`src/design/shp3_pkg.sv`:
```
// Shared types and constants for the 3x3 sharpen core.
`timescale 1ns / 1ps
`default_nettype none

package shp3_pkg;

    localparam int DIM_W       = 10;
    localparam int COORD_W     = 9;
    localparam int CHAN_W      = 8;
    localparam int PIX_W       = 3 * CHAN_W;
    localparam int ACC_W       = 13;
    localparam int TAP_W       = 4;
    localparam int CFG_INDEX_W = 2;

    localparam logic [DIM_W-1:0] DIM_MIN   = 10'd3;
    localparam logic [DIM_W-1:0] DIM_RESET = 10'd512;

    localparam logic [CFG_INDEX_W-1:0] REG_IMAGE_WIDTH  = 2'd0;
    localparam logic [CFG_INDEX_W-1:0] REG_IMAGE_HEIGHT = 2'd1;

    localparam logic OP_STORE = 1'b0;
    localparam logic OP_QUERY = 1'b1;

    localparam logic [TAP_W-1:0] TAP_FIRST  = 4'd0;
    localparam logic [TAP_W-1:0] TAP_CENTER = 4'd4;
    localparam logic [TAP_W-1:0] TAP_LAST   = 4'd8;

    typedef struct packed {
        logic             load;
        logic             wr_en;
        logic             rd_en;
        logic [TAP_W-1:0] tap;
        logic             out_load;
    } ctl_cmd_t;

    typedef struct packed {
        logic in_range;
        logic is_query;
        logic out_free;
    } ctl_sts_t;

endpackage

`default_nettype wire

```
`src/design/shp3_ctrl.sv`:
```
// Controller state machine: sequences store, tap reads and result load.
`timescale 1ns / 1ps
`default_nettype none

module shp3_ctrl
    import shp3_pkg::*;
(
    input  wire logic     aclk,
    input  wire logic     aresetn,
    input  wire logic     s_valid,
    output logic          s_ready,
    input  wire ctl_sts_t sts,
    output ctl_cmd_t      cmd
);

    typedef enum logic [4:0] {
        ST_IDLE   = 5'b00001,
        ST_DECIDE = 5'b00010,
        ST_READ   = 5'b00100,
        ST_FLUSH  = 5'b01000,
        ST_FINISH = 5'b10000
    } state_t;

    state_t           state_reg, state_next;
    logic [TAP_W-1:0] tap_reg, tap_next;

    always_comb begin
        state_next   = state_reg;
        tap_next     = tap_reg;
        cmd.load     = 1'b0;
        cmd.wr_en    = 1'b0;
        cmd.rd_en    = 1'b0;
        cmd.tap      = tap_reg;
        cmd.out_load = 1'b0;
        s_ready      = 1'b0;
        unique case (state_reg)
            ST_IDLE: begin
                s_ready  = 1'b1;
                cmd.load = s_valid;
                if (s_valid) begin
                    state_next = ST_DECIDE;
                end
            end
            ST_DECIDE: begin
                tap_next = TAP_FIRST;
                cmd.tap  = TAP_CENTER;
                if (sts.in_range && sts.is_query) begin
                    state_next = ST_READ;
                end else begin
                    cmd.wr_en  = sts.in_range;
                    state_next = ST_FINISH;
                end
            end
            ST_READ: begin
                cmd.rd_en = 1'b1;
                tap_next  = tap_reg + 1'b1;
                if (tap_reg == TAP_LAST) begin
                    state_next = ST_FLUSH;
                end
            end
            ST_FLUSH: begin
                state_next = ST_FINISH;
            end
            ST_FINISH: begin
                if (sts.out_free) begin
                    cmd.out_load = 1'b1;
                    state_next   = ST_IDLE;
                end
            end
            default: begin
                state_next = ST_IDLE;
            end
        endcase
    end

    always_ff @(posedge aclk) begin
        if (!aresetn) begin
            state_reg <= ST_IDLE;
            tap_reg   <= TAP_FIRST;
        end else begin
            state_reg <= state_next;
            tap_reg   <= tap_next;
        end
    end

`ifndef SYNTH
    a_tap_bound: assert property (@(posedge aclk) disable iff (!aresetn)
        (state_reg == ST_READ) |-> (tap_reg <= TAP_LAST))
        else $error("tap counter past last tap");
    a_flush_after_last: assert property (@(posedge aclk) disable iff (!aresetn)
        (state_reg == ST_FLUSH) |-> ($past(tap_reg) == TAP_LAST))
        else $error("flush entered before last tap");
`endif

endmodule

`default_nettype wire

```
`config.mk`:
```
export PLATFORM = sky130hd
export DESIGN_NAME = shp3_ctrl
export DESIGN_NICKNAME = d
export VERILOG_FILES = /design/src/design/shp3_pkg.sv /design/src/design/shp3_ctrl.sv
export SDC_FILE = /design/constraint.sdc
export NUM_CORES = 1
export LEC_CHECK = 0
export BUFFER_PORTS_ARGS = -buffer_cell sky130_fd_sc_hd__buf_2
export CORE_MARGIN = 4
export CORE_UTILIZATION = 35
export CTS_CLUSTER_SIZE = 10
export DETAILED_ROUTE_END_ITERATION = 12
export GPL_TIMING_DRIVEN = 0
export PLACE_DENSITY_LB_ADDON = 0.2
export SYNTH_ARGS = -nofsm -noshare
export SYNTH_HDL_FRONTEND = slang
export SYNTH_SLANG_ARGS = --single-unit
```
`constraint.sdc`:
```
create_clock -name aclk -period 4.49 [get_ports aclk]
set_input_delay 0.6735 -clock aclk [delete_from_list [all_inputs] [get_ports aclk]]
set_output_delay 0.6735 -clock aclk [all_outputs]
set_load 0.05 [all_outputs]
```
==> results_dict.tcl <==
set metrics [dict create \
    switchingPower_uw 163 \
    detail_route.wirelength.met1_um 708 \
    cts_tree "yes" \
    ctsRootBufferMaster "clkbuf_4" \
    chipHeight_um 48.9 \
    synthesis.area_um2 586 \
    cts.repair_timing.setup_buffer_count 0 \
    holdCritPathClass "reg -> reg" \
    power.ir.vdd_worst_v 0.000278 \
    switching_share_pct 46.4 \
    critPathArrivalTime_ns 1.95 \
    seqPwrFrac_pct 28.3 \
    worst-setup-path-type "reg -> out" \
    floorplan.die_area_um2 2390 \
    worstRegToRegCells 5 \
    relSlewSlack_pct 70.2 \
    num_vias 592 \
    drt_iter0_markers 18 \
    clkSinkCount 9 \
    layout.core_utilization_pct 45.5 \
    antenna-diode-count 0 \
    synth.largest_area_cell "dfxtp_1" \
    maxCapViolations 0 \
    hold_path.startpoint "tap_reg[3]$_SDFFE_PN0P_" \
    worstSetupStartpointType "flop" \
    routed-wl-met2_um 639 \
    synth.area.top_cells "dfxtp_1 (31%), nor2_1 (4.5%), ha_1 (4.3%), o21ai_0 (4.3%), nor3b_1 (3.8%)" \
    origin_of_the_critical_flop_to_flop_path "state_reg[1]$_SDFFE_PN0P_" \
    yosys-top-cells-count "dfxtp_1 (9), nor2_1 (7), inv_1 (5), o21ai_0 (5)" \
    grt_pass1_wl_mm 2.33 \
    placementRows 14 \
    wl_mm 1.46 \
    post_synth.cell_area_avg_um2 8.13 \
    gp_congestion 0.791 \
    synth_flop_cell "dfxtp_1" \
    htree_num_levels 1 \
    ratio_of_total_power_to_cell_area_nw_per_um2 502 \
    clock_insertion_delay_worst_skew_ns 0.27 \
    yosysWarningCount 0 \
    max_root_sink_buffers 2 \
    skew_ns 0.00325 \
    top_layer "met4" \
    drt_first_pass_iters 4 \
    postSynthRegisterBits 9 \
    grt_usage_pct 12.0 \
    critical-path-max-stage-delay_ns 0.41 \
    areaGrowthSynthToFinish_pct 19.9 \
    max_slew.worst_pin.slew_ns 0.447 \
    cell_internal_pwr_uw 189 \
    post_layout_nets 99 \
    final.setup.tns_ns 0 \
    antenna_violating_nets_post_route 0 \
    place.port_buffers 14 \
    drt-wirelength-per-cell_um 13.7 \
    antenna_found_initial 0 \
    synth.yosys.seq_area_share_pct 30.8 \
    path_clk_slew_ns 0.06 \
    final_hold_viol_count 0 \
    numCtsBuffers 3 \
    slew_viol_final 0 \
    die_x_um 48.9 \
    whs_endpoint "tap_reg[3]$_SDFFE_PN0P_" \
    r2r_end "state_reg[3]$_SDFFE_PN0P_" \
    comb_power_share_pct 53.1 \
    synthDistinctLibCells 37 \
    postSynthCellCount 72 \
    via_per_inst 5.58 \
    clock.fmax_mhz 380 \
    yosysMostFrequentCell "dfxtp_1" \
    r2r_setup_slack_ns 2.89 \
    report.power.total_uw 352 \
    finalSetupViolations 0 \
    finalCritPeriodShare_pct 58.5 \
    detail_route.drc_violations 0 \
    seqCellArea_um2 180 \
    share_clk_of_total_power_pct 18.6 \
    top_level_ports 15 \
    coreArea_um2 1540 \
    largest_net_degree_at_the_start_of_global_routing 11 \
    wl_met3_um 65 \
    post_cts_hold_buffer_count 0 \
    number_of_global_route_vias_before_repair 545 \
    rsz0062_at_grt "false" \
    outcome "completed" \
    numPlacedInstances 102 \
    crit_required_ns 3.82 \
    timing.critical_path.cells "buf_4, or3_4, or3b_4, nor3b_2, buf_2" \
    post_route_cells_drive_above_1_share_pct 25.6 \
    asyncSetResetFlopFracSynth_pct 0 \
    dpl-instance-area_um2 676 \
    layout.cell_area.non_filler_um2 702 \
    detailed_place_hpwl_mm 1.07 \
    cts_resized 0 \
    multi_input_area_um2 360 \
    yosysTopAreaCellShare_pct 30.8 \
    crit_fanout 9 \
    start_util_pct 38.0 \
    largest_reg_flops 5 \
    power.static_leakage_nw 0.316 \
    critPathSlowestCell "or3b_4" \
    final_layout_fill_cell_count 165 \
    critPathCaptureType "output port" \
    timing.hold.worst_path_depth 1 \
    grt_remaining_overflow 0 \
    period_needed_ns 2.63 \
    synthesized_netlist_net_count 80 \
    synth-edff-count 0 \
    final_cell_count_no_fill 106 \
]
## power groups by stage
| stage | combinational, mW | sequential [mW] | clock, mW |
|---|---|---|---|
| 3_3_place_gp | 0.183 | 0.101 | 0 |
| 4_1_cts | 0.187 | 0.0994 | 0.0658 |
| 2_1_floorplan | 0.150 | 0.0984 | 0 |
| 3_5_place_dp | 0.185 | 0.101 | 0 |
| 6_report | 0.187 | 0.0998 | 0.0657 |
| 5_1_grt | 0.203 | 0.101 | 0.0707 |
## critical path, delay by kind of cell (launching register included)
family	cells	cell delay, ns
and+or+nand+nor	3	0.96
buffers and inverters	2	0.42
DFF	1	0.30
## kinds of logic (layout without fill, tap and decap cells)
kind of cell	count (synthesis)	in the layout	share of synthesized area (%)
AOI/OAI and AO/OA	14	14	15.0
xor gates and xnor gates	2	2	2.99
adders and majority gates	2	2	4.27
buffers and inverters	9	27	7.69
DFF	9	9	30.8
muxes	1	1	1.71
and+or+nand+nor	35	35	37.6
## routing by layer
metal | vias up | track usage, %
met5 | - | 0
met4 | 0 | 8.07
met3 | 5 | 2.14
met2 | 15 | 17.6
met1 | 277 | 15.6
li1 | 295 | -
## metrics by stage
stage          setup slack [ns]  hold slack, ns
6_report                   1.86           0.500
5_1_grt                    1.80           0.526
4_1_cts                    1.86           0.499
3_5_place_dp               2.15           0.484
3_3_place_gp               2.15           0.485
2_1_floorplan              1.94           0.444
## cell type report
class	instances	share of cell area [%]
well taps	16	2.85
repair buffers	14	9.98
plain buffers	4	3.74
flip-flops and latches	9	25.7
clock buffers	4	3.74
inverters	5	2.67
multi-input cells	54	51.3
## worst max-delay path by stage
stage,startpoint,endpoint,slack [ns],cells past startpoint
2_1_floorplan,state_reg[3]$_SDFFE_PN0P_,cmd[6],1.94,4
3_3_place_gp,state_reg[0]$_SDFFE_PN1P_,cmd[6],2.15,5
3_5_place_dp,state_reg[0]$_SDFFE_PN1P_,cmd[6],2.15,5
4_1_cts,state_reg[0]$_SDFFE_PN1P_,cmd[6],1.86,5
5_1_grt,state_reg[3]$_SDFFE_PN0P_,cmd[6],1.80,5
6_report,state_reg[0]$_SDFFE_PN1P_,cmd[6],1.86,5
## cells in the final DEF (no fill, tap or decap), types with 2 or more instances in the layout
cell type / n
buf_2: 14
dfxtp_1: 9
nor2_1: 7
inv_1: 5
o21ai_0: 5
clkbuf_1: 3
nand3_1: 3
nor3b_1: 3
and2_1: 3
clkbuf_4: 3
nor3_1: 2
and3_1: 2
nand3b_1: 2
nand2_1: 2
a21oi_1: 2
ha_1: 2
Power figures use the tool's default switching activity.
